File: src/rtl/udptpb_pkg.sv
package udptpb_pkg;

  localparam int unsigned MAX_FRAME_BYTES = 512;
  localparam int unsigned MIN_FRAME_BYTES = 42;
  localparam int unsigned WORD_BYTES      = 8;

  localparam int unsigned LEN_W  = $clog2(MAX_FRAME_BYTES + 1);
  localparam int unsigned IDX_W  = $clog2(MAX_FRAME_BYTES / 4);

  localparam logic [LEN_W-1:0] RESET_FRAME_LEN = LEN_W'(60);
  localparam logic [LEN_W-1:0] MIN_LEN         = LEN_W'(MIN_FRAME_BYTES);
  localparam logic [LEN_W-1:0] MAX_LEN         = LEN_W'(MAX_FRAME_BYTES);

  localparam logic [LEN_W-1:0] ETH_HDR_BYTES  = LEN_W'(14);
  localparam logic [LEN_W-1:0] ETH_IP_BYTES   = LEN_W'(34);
  localparam logic [LEN_W-1:0] ALL_HDR_BYTES  = LEN_W'(42);

  localparam logic [15:0] ETHERTYPE_IPV4 = 16'h0800;
  localparam logic [7:0]  IP_VER_IHL     = 8'h45;
  localparam logic [7:0]  IP_TOS         = 8'h10;
  localparam logic [15:0] IP_FLAGS_DF    = 16'h4000;
  localparam logic [7:0]  IP_TTL         = 8'd64;
  localparam logic [7:0]  IP_PROTO_UDP   = 8'd17;
  localparam logic [15:0] UDP_SRC_PORT   = 16'd2048;
  localparam logic [15:0] UDP_DST_PORT   = 16'd4096;

  // Index of the last 16-bit word fed to the adder in each header sum.
  localparam logic [IDX_W-1:0] IP_SUM_LAST  = IDX_W'(7);
  localparam logic [IDX_W-1:0] UDP_SUM_LAST = IDX_W'(8);

  // Frame word that carries the UDP checksum and the first payload bytes.
  localparam int unsigned FIRST_PAY_WORD = 5;

  // End-around ones-complement add of two 16-bit values.
  function automatic logic [15:0] ones_add(input logic [15:0] a, input logic [15:0] b);
    logic [16:0] s;
    s = {1'b0, a} + {1'b0, b};
    return s[16] ? (s[15:0] + 16'd1) : s[15:0];
  endfunction

endpackage

File: src/rtl/udp_test_packet_builder.sv
// One request (two MACs, two IPv4 addresses) yields one Ethernet/IPv4/UDP frame of
// frame_length bytes (42 to 512, clamped on write), sent as big-endian 64-bit words with the
// last word flagged and its byte count given. A single 16-bit end-around adder computes both
// checksums one word per cycle: 8 steps for the IP header, 9 for the UDP pseudo-header and
// header, and max(1, ceil((L-42)/4)) for the payload counters. The frame then streams out at
// one word per cycle while out_ready is high, ceil(L/8) words, and in_ready is high only
// between frames. frame_length is sampled when the request is accepted.
module udp_test_packet_builder (
  input  logic        clk,
  input  logic        rst_n,
  input  logic        in_valid,
  output logic        in_ready,
  input  logic [47:0] in_source_mac,
  input  logic [47:0] in_dest_mac,
  input  logic [31:0] in_source_ip,
  input  logic [31:0] in_dest_ip,
  output logic        out_valid,
  input  logic        out_ready,
  output logic [63:0] out_frame_word,
  output logic [3:0]  out_valid_bytes,
  output logic        out_last_word,
  input  logic        cfg_wr_en,
  input  logic [9:0]  cfg_wr_data
);

  localparam int unsigned LW = udptpb_pkg::LEN_W;
  localparam int unsigned IW = udptpb_pkg::IDX_W;

  typedef enum logic [2:0] {
    S_IDLE,
    S_IP_SUM,
    S_UDP_SUM,
    S_PAY_SUM,
    S_EMIT
  } state_t;

  state_t         state_r, state_nxt;
  logic [LW-1:0]  len_cfg_r, len_cfg_nxt;
  logic [LW-1:0]  len_r, len_nxt;
  logic [47:0]    smac_r, smac_nxt, dmac_r, dmac_nxt;
  logic [31:0]    sip_r, sip_nxt, dip_r, dip_nxt;
  logic [15:0]    acc_r, acc_nxt;
  logic [IW-1:0]  idx_r, idx_nxt;
  logic [15:0]    ip_csum_r, ip_csum_nxt;
  logic [15:0]    udp_csum_r, udp_csum_nxt;
  logic           out_valid_r, out_valid_nxt;
  logic [63:0]    out_word_r, out_word_nxt;
  logic [3:0]     out_vb_r, out_vb_nxt;
  logic           out_last_r, out_last_nxt;

  logic [LW-1:0]  ip_len, udp_len, pay_len, pay_cnt, len_m1;
  logic [IW-1:0]  pay_last, last_widx;
  logic [3:0]     tail_bytes;
  logic [15:0]    operand, sum, csum_inv;
  logic [7:0]     cnt_lo, cnt_hi;
  logic [63:0]    raw_word, masked_word;
  logic           is_last;

  assign ip_len     = len_r - udptpb_pkg::ETH_HDR_BYTES;
  assign udp_len    = len_r - udptpb_pkg::ETH_IP_BYTES;
  assign pay_len    = len_r - udptpb_pkg::ALL_HDR_BYTES;
  assign pay_cnt    = (pay_len + LW'(3)) >> 2;
  assign pay_last   = (pay_cnt == '0) ? '0 : IW'(pay_cnt - LW'(1));
  assign len_m1     = len_r - LW'(1);
  assign last_widx  = IW'(len_m1 >> 3);
  assign tail_bytes = {1'b0, len_m1[2:0]} + 4'd1;

  // Operand sequence for the shared adder; zero fields of the headers are skipped.
  always_comb begin
    operand = '0;
    case (state_r)
      S_IP_SUM: begin
        case (idx_r)
          IW'(0):  operand = {udptpb_pkg::IP_VER_IHL, udptpb_pkg::IP_TOS};
          IW'(1):  operand = 16'(ip_len);
          IW'(2):  operand = udptpb_pkg::IP_FLAGS_DF;
          IW'(3):  operand = {udptpb_pkg::IP_TTL, udptpb_pkg::IP_PROTO_UDP};
          IW'(4):  operand = sip_r[31:16];
          IW'(5):  operand = sip_r[15:0];
          IW'(6):  operand = dip_r[31:16];
          default: operand = dip_r[15:0];
        endcase
      end
      S_UDP_SUM: begin
        case (idx_r)
          IW'(0):  operand = {8'h00, udptpb_pkg::IP_PROTO_UDP};
          IW'(1):  operand = sip_r[31:16];
          IW'(2):  operand = sip_r[15:0];
          IW'(3):  operand = dip_r[31:16];
          IW'(4):  operand = dip_r[15:0];
          IW'(5):  operand = udptpb_pkg::UDP_SRC_PORT;
          IW'(6):  operand = udptpb_pkg::UDP_DST_PORT;
          default: operand = 16'(udp_len);
        endcase
      end
      // Counters stay below 256, so each one adds only its low byte in the upper lane.
      S_PAY_SUM: operand = 16'({idx_r, 8'h00});
      default:   operand = '0;
    endcase
  end

  assign sum      = udptpb_pkg::ones_add(acc_r, operand);
  assign csum_inv = ~sum;

  // Payload words hold two counter low bytes at byte lanes two and six.
  assign cnt_lo = 8'({idx_r, 1'b0}) - 8'(2 * udptpb_pkg::FIRST_PAY_WORD);
  assign cnt_hi = cnt_lo + 8'd1;
  assign is_last = (idx_r == last_widx);

  always_comb begin
    case (idx_r)
      IW'(0):  raw_word = {dmac_r, smac_r[47:32]};
      IW'(1):  raw_word = {smac_r[31:0], udptpb_pkg::ETHERTYPE_IPV4,
                           udptpb_pkg::IP_VER_IHL, udptpb_pkg::IP_TOS};
      IW'(2):  raw_word = {16'(ip_len), 16'h0000, udptpb_pkg::IP_FLAGS_DF,
                           udptpb_pkg::IP_TTL, udptpb_pkg::IP_PROTO_UDP};
      IW'(3):  raw_word = {ip_csum_r, sip_r, dip_r[31:16]};
      IW'(4):  raw_word = {dip_r[15:0], udptpb_pkg::UDP_SRC_PORT,
                           udptpb_pkg::UDP_DST_PORT, 16'(udp_len)};
      IW'(udptpb_pkg::FIRST_PAY_WORD):
               raw_word = {udp_csum_r, cnt_lo, 24'h000000, cnt_hi, 8'h00};
      default: raw_word = {16'h0000, cnt_lo, 24'h000000, cnt_hi, 8'h00};
    endcase
  end

  always_comb begin
    masked_word = raw_word;
    for (int b = 0; b < int'(udptpb_pkg::WORD_BYTES); b++) begin
      if (is_last && (4'(b) >= tail_bytes)) begin
        masked_word[63 - 8*b -: 8] = 8'h00;
      end
    end
  end

  always_comb begin
    state_nxt     = state_r;
    len_cfg_nxt   = len_cfg_r;
    len_nxt       = len_r;
    smac_nxt      = smac_r;
    dmac_nxt      = dmac_r;
    sip_nxt       = sip_r;
    dip_nxt       = dip_r;
    acc_nxt       = acc_r;
    idx_nxt       = idx_r;
    ip_csum_nxt   = ip_csum_r;
    udp_csum_nxt  = udp_csum_r;
    out_valid_nxt = out_valid_r && !out_ready;
    out_word_nxt  = out_word_r;
    out_vb_nxt    = out_vb_r;
    out_last_nxt  = out_last_r;

    if (cfg_wr_en) begin
      if (cfg_wr_data < udptpb_pkg::MIN_LEN) begin
        len_cfg_nxt = udptpb_pkg::MIN_LEN;
      end else if (cfg_wr_data > udptpb_pkg::MAX_LEN) begin
        len_cfg_nxt = udptpb_pkg::MAX_LEN;
      end else begin
        len_cfg_nxt = cfg_wr_data;
      end
    end

    unique case (state_r)
      S_IDLE: begin
        if (in_valid) begin
          smac_nxt  = in_source_mac;
          dmac_nxt  = in_dest_mac;
          sip_nxt   = in_source_ip;
          dip_nxt   = in_dest_ip;
          len_nxt   = len_cfg_r;
          acc_nxt   = '0;
          idx_nxt   = '0;
          state_nxt = S_IP_SUM;
        end
      end
      S_IP_SUM: begin
        acc_nxt = sum;
        idx_nxt = idx_r + IW'(1);
        if (idx_r == udptpb_pkg::IP_SUM_LAST) begin
          ip_csum_nxt = csum_inv;
          acc_nxt     = '0;
          idx_nxt     = '0;
          state_nxt   = S_UDP_SUM;
        end
      end
      S_UDP_SUM: begin
        acc_nxt = sum;
        idx_nxt = idx_r + IW'(1);
        if (idx_r == udptpb_pkg::UDP_SUM_LAST) begin
          idx_nxt   = '0;
          state_nxt = S_PAY_SUM;
        end
      end
      S_PAY_SUM: begin
        // Counter zero adds nothing, so a frame without payload still takes one pass here.
        acc_nxt = sum;
        idx_nxt = idx_r + IW'(1);
        if (idx_r == pay_last) begin
          udp_csum_nxt = (csum_inv == 16'h0000) ? 16'hFFFF : csum_inv;
          idx_nxt      = '0;
          state_nxt    = S_EMIT;
        end
      end
      S_EMIT: begin
        if (!out_valid_r || out_ready) begin
          out_valid_nxt = 1'b1;
          out_word_nxt  = masked_word;
          out_vb_nxt    = is_last ? tail_bytes : 4'd8;
          out_last_nxt  = is_last;
          idx_nxt       = idx_r + IW'(1);
          if (is_last) begin
            state_nxt = S_IDLE;
          end
        end
      end
      default: state_nxt = S_IDLE;
    endcase
  end

  always_ff @(posedge clk) begin
    if (!rst_n) begin
      state_r     <= S_IDLE;
      len_cfg_r   <= udptpb_pkg::RESET_FRAME_LEN;
      out_valid_r <= 1'b0;
      idx_r       <= '0;
    end else begin
      state_r     <= state_nxt;
      len_cfg_r   <= len_cfg_nxt;
      out_valid_r <= out_valid_nxt;
      idx_r       <= idx_nxt;
    end
  end

  always_ff @(posedge clk) begin
    len_r      <= len_nxt;
    smac_r     <= smac_nxt;
    dmac_r     <= dmac_nxt;
    sip_r      <= sip_nxt;
    dip_r      <= dip_nxt;
    acc_r      <= acc_nxt;
    ip_csum_r  <= ip_csum_nxt;
    udp_csum_r <= udp_csum_nxt;
    out_word_r <= out_word_nxt;
    out_vb_r   <= out_vb_nxt;
    out_last_r <= out_last_nxt;
  end

  assign in_ready        = (state_r == S_IDLE);
  assign out_valid       = out_valid_r;
  assign out_frame_word  = out_word_r;
  assign out_valid_bytes = out_vb_r;
  assign out_last_word   = out_last_r;

endmodule
File: config.mk
export PLATFORM = sky130hd
export DESIGN_NAME = udp_test_packet_builder
export DESIGN_NICKNAME = d
export VERILOG_FILES = /design/src/rtl/udptpb_pkg.sv /design/src/rtl/udp_test_packet_builder.sv
export SDC_FILE = /design/constraint.sdc
export NUM_CORES = 1
export LEC_CHECK = 0
export ABC_AREA = 1
export BUFFER_PORTS_ARGS = -buffer_cell sky130_fd_sc_hd__buf_2
export CORE_ASPECT_RATIO = 1.75
export CORE_MARGIN = 10
export CORE_UTILIZATION = 39
export CTS_CLUSTER_DIAMETER = 120
export DETAILED_ROUTE_END_ITERATION = 10
export PLACE_DENSITY = 0.58
export REMOVE_ABC_BUFFERS = 1
export SLEW_MARGIN = 25
export SYNTH_ARGS = -nofsm -noshare
export SYNTH_HDL_FRONTEND = slang
export SYNTH_SLANG_ARGS = --single-unit
File: constraint.sdc
create_clock -name clk -period 9.3 [get_ports clk]
set_input_delay 1.395 -clock clk [delete_from_list [all_inputs] [get_ports clk]]
set_output_delay 1.395 -clock clk [all_outputs]
set_load 0.03 [all_outputs]
==> run summary, run 1 <==
The number of DRC markers in iteration 0 is roughly 1000. The die outline area is around 0.05 mm^2. Post-CTS timing repair inserted 0 buffers for setup.

The cell area after technology mapping is between 0.015 and 0.02 mm^2. The layout cell share with drive strength beyond 1 came out at 0.196. The smallest hold slack is 0.431 ns. The wire length of the first global-routing pass is between 80000 and 90000 um.

The arrival time of data at the critical path endpoint came out at ~6.7 ns. The number of hold-slack violations in the final timing report came out at 0. The combined buffer and inverter count along the critical path came out at 6. Broken down by cell family, the worst path's largest delay share belongs to simple AND/OR/NAND/NOR gates.

The via count came out at 12400. Of the available clock period, the critical path in the final layout requires 0.673. The H-tree depth reported by CTS is 1. The upper clock frequency limit came out at 160 MHz. The category of the critical setup timing path is reg -> reg. Summed over all instances, the cell type with the most area after synthesis is sky130_fd_sc_hd__edfxtp_1. The post-synthesis sequential element count is 308. By area the synthesized netlist is led by sky130_fd_sc_hd__edfxtp_1, sky130_fd_sc_hd__nand2_1, sky130_fd_sc_hd__inv_1. The final setup violation count is 0. The antenna diode instance count came out at 0.

The share of the synthesized area in the top cell type is 0.553. The count of input and output buffers came out at roughly 250. The CTS tree is yes. around 250 I/O pins were placed. The synthesis-to-layout area growth is 18.0%. The number of flops mapped to enable cells by yosys came out at between 200 and 300. A synthesized cell averages slightly below 10 um^2. Max-cap violations in this run came to 0. The class of the worst hold path is reg -> reg. The CTS sink count is 308. For this run, the number of Yosys warnings is 0. The filler cells instantiated in the layout total around 3900. The global-route usage over all layers came out at 0.218.

The power density over cell area came out at 332 mW/mm^2. The share of the yosys chip area belonging to registers came out at 0.580. The die height is approximately 280 um. The worst setup path is launched from a flop. The transition time at the pin with the least slew margin is between 1 and 1.5 ns. The clock slew seen by the registers of the worst setup and hold paths is 0.07 ns. Counting stages on the worst path, the most repeated cell is sky130_fd_sc_hd__inv_1.

The worst register-to-register path begins at idx_r[0]. The cell sitting at the root of the clock tree is a sky130_fd_sc_hd__clkbuf_16. In the routed layout, each cell is associated on average with a via count of between 5 and 6. The minimum clock period after layout came out at between 6 and 7 ns. The number of clock buffers inserted by TritonCTS is 30. The worst register-to-register path has a setup slack of between 3 and 4 ns. In the synthesized netlist the dominant register cell turns out to be sky130_fd_sc_hd__edfxtp_1.

The die is ~170 um wide. The pin count of the biggest net entering global routing is between 100 and 150. For this run, the post-layout net count is a little over 2000. The largest single stage delay on the critical path is 0.55 ns. The hold buffer count at CTS is 0. The slowest stage of the critical path is the sky130_fd_sc_hd__dfxtp_1 cell. The number of distinct library cells after synthesis is 59. In this run the critical register-to-register path is captured at udp_csum_r[11]. The headroom to the max-slew limit is 0.316. The worst hold path cell count came out at 0. The final sum of negative setup slack is 0 ns. The worst setup path is captured at a flop. Counting every instance in the synthesized netlist gives 1604. For this block, the routed nets add up to around 54000 um of wire. Once detail routing completed, the nets flagged for antenna violations numbered 0. The count of instances resized after the clock tree is built came out at 0. The detailed placement HPWL is around 41000 um. The number of pins with negative max-slew slack in the final report is 0.

The fraction of registers with async set or reset after synthesis is 0. The maximum number of buffers from clock root to sink came out at 3. Tracing the worst setup path back leads to its startpoint at idx_r[0].

The post-route core utilization is 0.466. In this run the worst path has a maximum fanout of 22. The data required time at the worst endpoint is 9.73 ns. Between clock sinks in the finished design, the worst skew comes to roughly 0.034 ns. In this run the core area contains 96 standard-cell rows. The standby leakage power is about 0.0079 uW. The worst-case IR drop observed on VDD is 0.183 mV. The clock latency of the later-clocked register in the worst-skew pair is ~0.60 ns. The final weighted congestion of routability-driven global placement is between 1 and 1.5.

The total area of sequential cells came out at about 0.0090 mm^2. The footprint of the multi-input gates is around 0.0054 mm^2. The first-pass iteration count of the detailed router is 5. The total congestion overflow after global routing is 0.

The terminating pin of the worst hold path is len_r[7]. The starting density of the core is 0.395. The startpoint identified for the worst hold timing path is len_cfg_r[7].

The routed length per placed instance came out at around 23 um. The number of remaining DRC errors came out at 0. The number of global-route vias before repair is 13100. The number of cells on the worst reg-to-reg path is 26. Setup repair after global routing left no endpoint under its margin.

The flow ran to the end, and the final reports show no timing, DRC or antenna violations. The completed layout was analyzed and its total power is just over 6000 uW. The number of antenna violations at the first check in global routing is 0. The core region area came out at ~0.039 mm^2.
==> through the flow <==
| step | instance area (um^2) | worst slack, ns | std cells |
|---|---|---|---|
| after floorplan | 15300 | 0.174 | 1543 |
| after global placement | 17300 | 3.12 | 2298 |
| after detailed placement | 17300 | 3.08 | 2298 |
| after CTS | 18400 | 3.05 | 2354 |
| after global routing | 18400 | 2.48 | 2354 |
| final | 18400 | 3.04 | 2354 |
==> report_power, final <==
part / switching [uW] / internal, uW / total, uW
registers: 160 / 1980 / 2140
logic: 1860 / 797 / 2660
clock network: 558 / 739 / 1300
total: 2580 / 3520 / 6090
==> cell usage after synthesis, types with 3 or more instances <==
cell type                   count
sky130_fd_sc_hd__nor3_1        18
sky130_fd_sc_hd__inv_1        225
sky130_fd_sc_hd__o31ai_1        8
sky130_fd_sc_hd__edfxtp_1     287
sky130_fd_sc_hd__xnor2_1       13
sky130_fd_sc_hd__a21oi_1       53
sky130_fd_sc_hd__a221o_1        4
sky130_fd_sc_hd__a31oi_1        4
sky130_fd_sc_hd__buf_2         16
sky130_fd_sc_hd__nor2_4         6
sky130_fd_sc_hd__o2111ai_1     11
sky130_fd_sc_hd__clkbuf_1      33
sky130_fd_sc_hd__clkinv_1       3
sky130_fd_sc_hd__xor2_2         3
sky130_fd_sc_hd__inv_2          5
sky130_fd_sc_hd__nand3b_1       4
sky130_fd_sc_hd__o41ai_1        4
sky130_fd_sc_hd__o21ai_1        4
sky130_fd_sc_hd__nand3_1       87
sky130_fd_sc_hd__a22o_1         8
sky130_fd_sc_hd__dfxtp_1       21
sky130_fd_sc_hd__nand3_2        3
sky130_fd_sc_hd__nand2_1      388
sky130_fd_sc_hd__xor2_1        34
sky130_fd_sc_hd__ha_1          28
sky130_fd_sc_hd__buf_6          3
sky130_fd_sc_hd__a2111oi_0      5
sky130_fd_sc_hd__o221ai_1       9
sky130_fd_sc_hd__buf_4          4
sky130_fd_sc_hd__o211ai_1      21
sky130_fd_sc_hd__nor2_1       116
sky130_fd_sc_hd__o22ai_1       16
sky130_fd_sc_hd__nand4_1       15
sky130_fd_sc_hd__a211oi_1       5
sky130_fd_sc_hd__o21ai_0       75
sky130_fd_sc_hd__nand2_2       12
sky130_fd_sc_hd__a221oi_1      15
sky130_fd_sc_hd__nor2_2         7
sky130_fd_sc_hd__buf_1          4
==> kinds of logic after synthesis <==
| group | Yosys count | share of synthesized area |
|---|---|---|
| AO/OA/AOI/OAI | 259 | 0.109 |
| buffers and inverters | 294 | 0.0746 |
| flip-flops | 308 | 0.580 |
| AND/OR/NAND/NOR | 663 | 0.182 |
| XOR/XNOR | 51 | 0.0313 |
| adder cells (fa/ha/maj) | 29 | 0.0238 |
==> layout by cell type (no fill, tap or decap), drive strengths merged, types with 2 or more instances in the layout <==
| cell type | synthesis | routed |
|---|---|---|
| nand2 | 401 | 401 |
| edfxtp | 287 | 287 |
| buf | 27 | 265 |
| inv | 230 | 234 |
| nor2 | 129 | 129 |
| nand3 | 90 | 90 |
| o21ai | 79 | 79 |
| a21oi | 55 | 55 |
| xor2 | 38 | 38 |
| clkbuf | 34 | 34 |
| ha | 28 | 28 |
| o211ai | 21 | 21 |
| dfxtp | 21 | 21 |
| nor3 | 20 | 20 |
| o22ai | 16 | 16 |
| nand4 | 16 | 16 |
| a221oi | 15 | 15 |
| clkinv | 3 | 14 |
| xnor2 | 13 | 13 |
| o2111ai | 11 | 11 |
| o221ai | 9 | 9 |
| o31ai | 8 | 8 |
| a22o | 8 | 8 |
| a211oi | 7 | 7 |
| a2111oi | 5 | 5 |
| bufinv | 0 | 5 |
| a31oi | 4 | 4 |
| nand3b | 4 | 4 |
| a221o | 4 | 4 |
| o41ai | 4 | 4 |
| a21boi | 3 | 3 |
| o311ai | 2 | 2 |
| a21o | 2 | 2 |
| o21a | 2 | 2 |
| a22oi | 2 | 2 |
| clkinvlp | 0 | 2 |
==> metal layers <==
metal	share of wire	GRT usage	vias to the layer above	routed length [um]
li1	-	-	5947	-
met1	0.36	0.236	5929	19500
met2	0.53	0.397	420	28400
met3	0.053	0.0269	121	2820
met4	0.056	0.120	0	3000
met5	0	0	-	0
==> worst register-to-register path, delay by kind of cell (launching register included) <==
kind,cells,cell delay (ns)
DFF,1,0.55
adders and majority gates,3,0.92
AOI/OAI and AO/OA,2,0.35
buffers and inverters,6,1.15
and+or+nand+nor,13,2.49
xor gates and xnor gates,2,0.66
==> layout make-up <==
type | count | area share
Clock buffer | 34 | 0.0417
Multi-Input combinational cell | 1002 | 0.295
Sequential cell | 308 | 0.492
Timing Repair Buffer | 265 | 0.0756
Clock inverter | 22 | 0.0150
Tap cell | 490 | 0.0334
Inverter | 233 | 0.0476
==> how the worst max path moves through the flow <==
| stage | to | slack, ns | cells past startpoint |
|---|---|---|---|
| after global placement | udp_csum_r[7] | 3.12 | 21 |
| after global routing | udp_csum_r[0] | 2.48 | 28 |
| after detailed placement | udp_csum_r[0] | 3.08 | 28 |
| after floorplan | dip_r[0] | 0.17 | 2 |
| after CTS | udp_csum_r[9] | 3.05 | 29 |
| final | udp_csum_r[11] | 3.04 | 26 |
==> registers in the layout, summed over array words and instances (netlist names) <==
signal and flops:
out_valid 1, dip_r 32, dmac_r 48, len_r 10, smac_r 48, out_valid_bytes 4
acc_r 16, udp_csum_r 16, out_last_word 1, state_r 3, sip_r 32, len_cfg_r 10
out_frame_word 64, ip_csum_r 16, idx_r 7
Note: power is estimated with default switching activity, not from simulation.
==> run 2, diff against run 1 <==
==> constraint.sdc (replaced) <==
create_clock -name clk -period 5.33 [get_ports clk]
set_input_delay 0.7995 -clock clk [delete_from_list [all_inputs] [get_ports clk]]
set_output_delay 0.7995 -clock clk [all_outputs]
set_load 0.03 [all_outputs]
==> run 2 against run 1 <==
Compared with the run above:
- clock power rose by 63%
- final cell count rose by 3.3%
- maximum frequency rose by 27%
- count of clock-buffer cells in the layout did not move
- critical path depth rose by 6
==> run summary, run 2 (same netlist as run 1, synthesis figures left out) <==
The count of buffers added by post-CTS timing repair for setup came out at 0 (unchanged). The count of input and output buffers is 245 (unchanged). The clock slew seen by the registers of the worst setup and hold paths was 0.07 ns (about the same). The routed length per placed instance is 22.8 um (-0.10%). The minimum clock period after layout was 4.92 ns (-1.34 ns). The critical-path maximum fanout is 18 (-18%). The wire length of the first global-routing pass came out at 81000 um (+1.1%).

The reported max-cap violation count came out at 0 (unchanged). The number of antenna violations at the first check in global routing is 0 (unchanged). Counting stages on the worst path, the most repeated cell is sky130_fd_sc_hd__inv_1. The largest voltage drop on the vdd net came out at 0.420 mV (+130%).

The clock latency of the later-clocked register in the worst-skew pair came out at 0.58 ns (-0.02 ns). The number of global-route vias before repair is 13500 (+3.4%). The synthesis-to-layout area growth is 22.0%.

The number of DRC markers in iteration 0 was 1009 (+1.0%). The headroom to the max-slew limit is 0.286 (-0.0299). The critical path ends at udp_csum_r[0].

The final setup violation count came out at 0 (unchanged). Clock tree synthesis selected as its root buffer the cell sky130_fd_sc_hd__clkbuf_16. The first-pass iteration count of the detailed router came out at 5 (unchanged). TritonCTS built the clock tree. Setup repair after global routing left no endpoint under its margin.

The slack of the worst reg-to-reg path is 0.41 ns (-2.63 ns). The die outline area came to 0.0487 mm^2 (unchanged). The transition time at the pin with the least slew margin is 1.07 ns (+0.0460 ns). The number of placed I/O pins came out at 246 (unchanged). The count of nets after finishing came to 2123 (+3.9%). The detailed placement HPWL came out at 42400 um (+3.8%). The placement-stage worst setup slack came out at 0.145 ns (-2.93 ns). The depth of the critical timing path with buffers and inverters included was 32 (+23%). The overall die width is 171 um (unchanged). By startpoint and endpoint, the worst setup path is classified as reg -> reg.

The number of remaining DRC errors was 0 (unchanged). The number of hold-slack violations in the final timing report is 0 (unchanged). STA classifies the critical path startpoint as a flop. The end of the worst register-to-register path is udp_csum_r[0]. The pin count of the biggest net entering global routing came out at 167 (+27%). The standard-cell row count is 96 (unchanged). The number of filler cells placed in the layout is 3794 (-1.9%). The smallest hold slack is 0.387 ns (-0.0444 ns). The tightest min-delay check is of the in -> reg type. The final setup skew is 0.0190 ns (-0.0147 ns). The total congestion overflow after global routing came out at 0 (unchanged). The sum of internal, switching and leakage power is 11200 uW (+84%).

The most critical setup path has its startpoint at idx_r[0]. The power density over cell area came to 590 mW/mm^2 (+78%). The core region area came out at 0.0394 mm^2 (unchanged). The global-route usage over all layers came out at 0.221 (+0.00320). The number of cell instances on the worst register-to-register path came to 32 (+23%). The upper clock frequency limit came to 203 MHz (+27%). The CTS sink count is 308 (unchanged).

The data required time at the worst endpoint came out at 5.77 ns (-3.96 ns). The number of clock buffers inserted by TritonCTS came out at 30 (unchanged). The maximum number of buffers from clock root to sink came to 3 (unchanged).

The largest stage delay on the critical path came out at 0.50 ns (-0.05 ns). The starting density of the core came out at 0.395 (unchanged). The standby leakage power came out at 0.00831 uW (+4.8%). The layout cell share with drive strength beyond 1 is 0.233 (+0.0374).

The antenna diode instance count was 0 (unchanged). The fraction of the cycle the final worst path needs is 0.923 (+0.250). The worst register-to-register path begins at idx_r[0].

The die height came out at 284 um (unchanged). Leaving out fill and tap cells, the most frequent cell in the layout is sky130_fd_sc_hd__nand2_1. The sort of element at the end of the critical path is a flop. The H-tree depth reported by CTS came out at 1 (unchanged). The flow ran to the end, and the final reports show no timing, DRC or antenna violations. The total detailed-routing wirelength came out at 55500 um (+3.2%).

The final weighted congestion of routability-driven global placement came to 0.989 (-1.8%). The library cells used most frequently in the layout, excluding fill and tap cells, are sky130_fd_sc_hd__nand2_1, sky130_fd_sc_hd__edfxtp_1, sky130_fd_sc_hd__buf_2, sky130_fd_sc_hd__inv_1, sky130_fd_sc_hd__nor2_1. The post-detailed-route via-to-cell ratio came to 5.31 (+0.76%).

The largest individual stage delay along the critical path comes from the cell sky130_fd_sc_hd__fa_1. Broken down by cell family, the worst path's largest delay share belongs to simple AND/OR/NAND/NOR gates. The number of pins with negative max-slew slack in the final report is 0 (unchanged). The number of nets with antenna violations after detailed routing is 0 (unchanged). The combined buffer and inverter count along the critical path was 7 (+1). The number of flip-flops under the largest register name is 64 (unchanged). The via count is 12900 (+4.1%). The post-layout worst setup margin was 0.410 ns (-2.63 ns). The arrival time of data at the critical path endpoint is 5.36 ns (-1.33 ns).
==> run 2: cell types whose count changed in the layout (fill, tap and decap cells not counted), moves of 3 or more <==
cell | previous run | this run
sky130_fd_sc_hd__buf_12 | 1 | 5
sky130_fd_sc_hd__buf_4 | 19 | 93
sky130_fd_sc_hd__bufinv_16 | 5 | 2
sky130_fd_sc_hd__clkinv_1 | 7 | 10
==> run 2: cell type report <==
class | instances | area (um^2) | share of cell area
repair buffers | 344 | 2040 | 0.107
clock inverters | 21 | 169 | 0.00889
clock buffers | 34 | 787 | 0.0414
inverters | 233 | 875 | 0.0460
multi-input cells | 1002 | 5480 | 0.288
flip-flops and latches | 308 | 9040 | 0.476
well taps | 490 | 613 | 0.0323
==> run 2: how the worst min path moves through the flow <==
stage | start | depth (start not counted) | endpoint | slack, ns
6_report | in_dest_ip[27] | 1 | dip_r[27] | 0.39
5_1_grt | in_source_ip[1] | 1 | sip_r[1] | 0.37
4_1_cts | in_source_ip[14] | 1 | sip_r[14] | 0.37
3_5_place_dp | len_cfg_r[0] | 0 | len_r[0] | 0.42
3_3_place_gp | len_cfg_r[7] | 0 | len_r[7] | 0.42
2_1_floorplan | len_cfg_r[1] | 0 | len_r[1] | 0.40
==> run 2: repair_timing <==
item,in CTS,in global routing
gates resized for setup,0,13
setup endpoints to repair,0,28
hold buffers,0,0
==> run 2: where the power goes <==
group / internal (uW) / total, uW / switching (uW)
clock: 1160 / 2120 / 962
combinational: 1920 / 5380 / 3460
sequential: 3460 / 3700 / 241
==> run 2: routing by layer <==
layer / vias up / wire, um / track usage
met5: - / 0 / 0
met4: 0 / 2170 / 0.0947
met3: 121 / 3330 / 0.0305
met2: 505 / 30100 / 0.415
met1: 6197 / 19900 / 0.237
li1: 6103 / - / -
==> run 2: through the flow <==
step	setup TNS [ns]	cells	instance area (um^2)	util
after global placement	0	2377	18000	0.457
after CTS	0	2432	18900	0.481
after floorplan	-660.77	1543	15300	-
after global routing	0	2432	19000	0.482
final	0	2432	19000	0.482
after detailed placement	0	2377	18000	0.457
==> run 3, diff against run 2 <==
--- a/config.mk
+++ b/config.mk
@@ -10,9 +10,8 @@
 export CORE_ASPECT_RATIO = 1.75
 export CORE_MARGIN = 10
 export CORE_UTILIZATION = 39
-export CTS_CLUSTER_DIAMETER = 120
 export DETAILED_ROUTE_END_ITERATION = 10
-export PLACE_DENSITY = 0.58
+export PLACE_DENSITY_LB_ADDON = 0.25
 export REMOVE_ABC_BUFFERS = 1
 export SLEW_MARGIN = 25
 export SYNTH_ARGS = -nofsm -noshare
==> run 3 against run 2 <==
Compared with the run above:
- register-to-register slack worse by 0.06 ns
- global-route usage shrank 0.059 points
- worst hold slack worse by 0.011 ns
- critical path type unchanged
- final cell count is 0.58% lower
- core utilization fell by 0.22 points
- flip-flop and latch count did not move
- power shrank 0.75%
- count of clock-buffer cells in the layout grew 3
- clock skew grew 0.0072 ns
- sequential share of layout area rose by 0.20 points
- cell area fell by 0.45%
==> run summary, run 3 (same netlist as run 1, synthesis figures left out) <==
Leaving out fill and tap cells, the most frequent cell in the layout is sky130_fd_sc_hd__nand2_1. The arrival time of data at the critical path endpoint came out at 5.43 ns (+0.07 ns). The run finished with clean final reports. The smallest hold slack is 0.376 ns (-0.0110 ns). The worst hold path cell count is 1 (unchanged). The number of DRC markers in iteration 0 is 1037 (+2.8%). The net switching share of the total power is 0.417 (+0.000884). The total detailed-routing wirelength came out at 55000 um (-0.83%). The layout cell share with drive strength beyond 1 is 0.225 (-0.00816). The core region area came out at 0.0394 mm^2 (unchanged). The sum of internal, switching and leakage power is 11100 uW (-0.75%).

The final setup violation count came to 0 (unchanged). The number of hold-slack violations in the final timing report came out at 0 (unchanged). The relative contribution of sequential cells to total power is 0.332 (+0.002). The fraction of the cycle the final worst path needs came to 0.935 (+0.0118). The final setup skew came to 0.0262 ns (+0.00719 ns). The headroom to the max-slew limit came to 0.328 (+0.0420).

The CTS sink count was 308 (unchanged). The cell occurring most often along the worst timing path is sky130_fd_sc_hd__buf_4. The standby leakage power came out at 0.00825 uW (-0.80%). The final weighted congestion of routability-driven global placement came out at 0.957 (-3.2%).

The footprint of the multi-input gates is 0.00548 mm^2 (-0.11%). The synthesis-to-layout area growth is 21.4%. The data required time at the worst endpoint was 5.78 ns (about the same). The reported max-cap violation count came out at 0 (unchanged).

The placement-stage worst setup slack is 0.0991 ns (-0.0457 ns). The final cell count without fillers came out at 2418 (-0.58%). The count of buffers added by post-CTS timing repair for setup came out at 0 (unchanged). The buffer type at the clock tree root is sky130_fd_sc_hd__clkbuf_16. The maximum number of buffers from clock root to sink is 3 (unchanged). The number of filler cells placed in the layout was 3758 (-0.95%). The category of the critical setup timing path is reg -> reg. The largest voltage drop on the vdd net came out at 0.277 mV (-34%). The total congestion overflow after global routing is 0 (unchanged). The count of input and output buffers is 245 (unchanged).

The final sum of negative setup slack was 0 ns (unchanged). The total area of sequential cells is 0.00904 mm^2 (about the same). The number of pins with negative max-slew slack in the final report was 0 (unchanged).

The standard-cell row count is 96 (unchanged). The wire length of the first global-routing pass is 80800 um (-0.16%). The detailed placement HPWL is 41800 um (-1.5%). The overall die width is 171 um (unchanged). The largest stage delay on the critical path came out at 0.43 ns (-0.07 ns). The H-tree depth reported by CTS is 1 (unchanged). The upper clock frequency limit is 201 MHz (-1.3%). The count of nets after finishing was 2108 (-0.71%). The part of the power in the clock network came out at 0.193 (+0.004). TritonCTS built the clock tree. The die height is 284 um (unchanged). The total instance count after detailed placement came out at 2361 (-0.67%). The post-detailed-route via-to-cell ratio is 5.35 (+0.61%). The clock latency of the later-clocked register in the worst-skew pair was 0.60 ns (+0.02 ns).

The global-route usage over all layers came out at 0.220 (-0.000585). The combined buffer and inverter count along the critical path came out at 8 (+1). The routed length per placed instance is 22.8 um (-0.26%).

The die outline area is 0.0487 mm^2 (unchanged). On the critical path the largest part of the delay comes from simple AND/OR/NAND/NOR gates. The number of global-route vias before repair is 13400 (-0.74%). The minimum clock period after layout came to 4.98 ns (+0.0632 ns). The switching power total is 4640 uW (-0.54%).

The antenna diode instance count came out at 0 (unchanged). The number of clock buffers inserted by TritonCTS is 30 (unchanged). The internal power summed over all cells is 6480 uW (-0.90%).

The first-pass iteration count of the detailed router came out at 6 (+1). STA classifies the critical path endpoint as a flop. The share of total power in combinational logic came to 0.475 (-0.005).

The number of placed I/O pins was 246 (unchanged). The pin count of the biggest net entering global routing came out at 171 (+2.4%). The number of remaining DRC errors came to 0 (unchanged). The clock slew seen by the registers of the worst setup and hold paths came out at 0.07 ns (about the same). The critical-path maximum fanout came out at 16 (-2). The library cells used most frequently in the layout, excluding fill and tap cells, are sky130_fd_sc_hd__nand2_1, sky130_fd_sc_hd__edfxtp_1, sky130_fd_sc_hd__buf_2, sky130_fd_sc_hd__inv_1, sky130_fd_sc_hd__nor2_1.

The largest individual stage delay along the critical path comes from the cell sky130_fd_sc_hd__dfxtp_1. The via count came out at 12900 (+0.031%). The number of nets with antenna violations after detailed routing is 0 (unchanged). The path class of the tightest hold or removal check is in -> reg.

The number of cell instances on the worst register-to-register path came out at 28 (-13%). The number of flip-flops under the largest register name is 64 (unchanged). The post-layout worst setup margin is 0.347 ns (-0.0632 ns).

The transition time at the pin with the least slew margin is 1.01 ns (-0.0641 ns). The power density over cell area came out at 588 mW/mm^2 (-0.30%). The number of antenna violations at the first check in global routing is 0 (unchanged). The starting density of the core came out at 0.395 (unchanged). STA classifies the critical path startpoint as a flop. The depth of the critical timing path with buffers and inverters included is 28 (-13%).
[run 3: cell types whose count changed in the layout (fill, tap and decap cells not counted), sizes merged]
cell / before / now
buf: 344 / 329
bufinv: 2 / 3
clkbuf: 34 / 37
clkinv: 16 / 15
inv: 233 / 231
[run 3: power by group through the flow]
stage,Clock [uW],Combinational [uW],Sequential (uW)
2_1_floorplan,0,3130,3780
3_3_place_gp,0,5110,3740
3_5_place_dp,0,5170,3750
4_1_cts,2180,5210,3700
5_1_grt,2270,5830,3730
6_report,2140,5280,3700
[run 3: what timing repair did]
action | 4_1_cts | 5_1_grt
endpoints found under the setup margin | 0 | 25
hold buffers | 0 | 0
resized for setup | 0 | 15
[run 3: worst paths after layout]
check        slack (ns)             to            start
max                0.35  udp_csum_r[8]         idx_r[1]
min                0.38     dmac_r[16]  in_dest_mac[16]
max reg2reg        0.35  udp_csum_r[8]         idx_r[1]
min reg2reg        0.43       len_r[7]     len_cfg_r[7]
[run 3: cell type report]
cell class / count / share of cell area
multi-input cells: 1002 / 0.289
well taps: 490 / 0.0324
flip-flops and latches: 308 / 0.478
clock buffers: 37 / 0.0411
repair buffers: 329 / 0.103
clock inverters: 19 / 0.00992
inverters: 233 / 0.0462
[run 3: per-layer routing]
metal / vias to the layer above / share of wire / global-route usage
met4: 0 / 0.054 / 0.117
met3: 166 / 0.059 / 0.0310
met1: 6160 / 0.36 / 0.233
met5: - / 0 / 0
met2: 526 / 0.53 / 0.407
li1: 6078 / - / -
[run 3: through the flow]
step	cell area [um^2]	utilization
3_3_place_gp	17900	0.454
6_report	18900	0.480
5_1_grt	18900	0.480
4_1_cts	18800	0.478
3_5_place_dp	17900	0.454
2_1_floorplan	15300	-
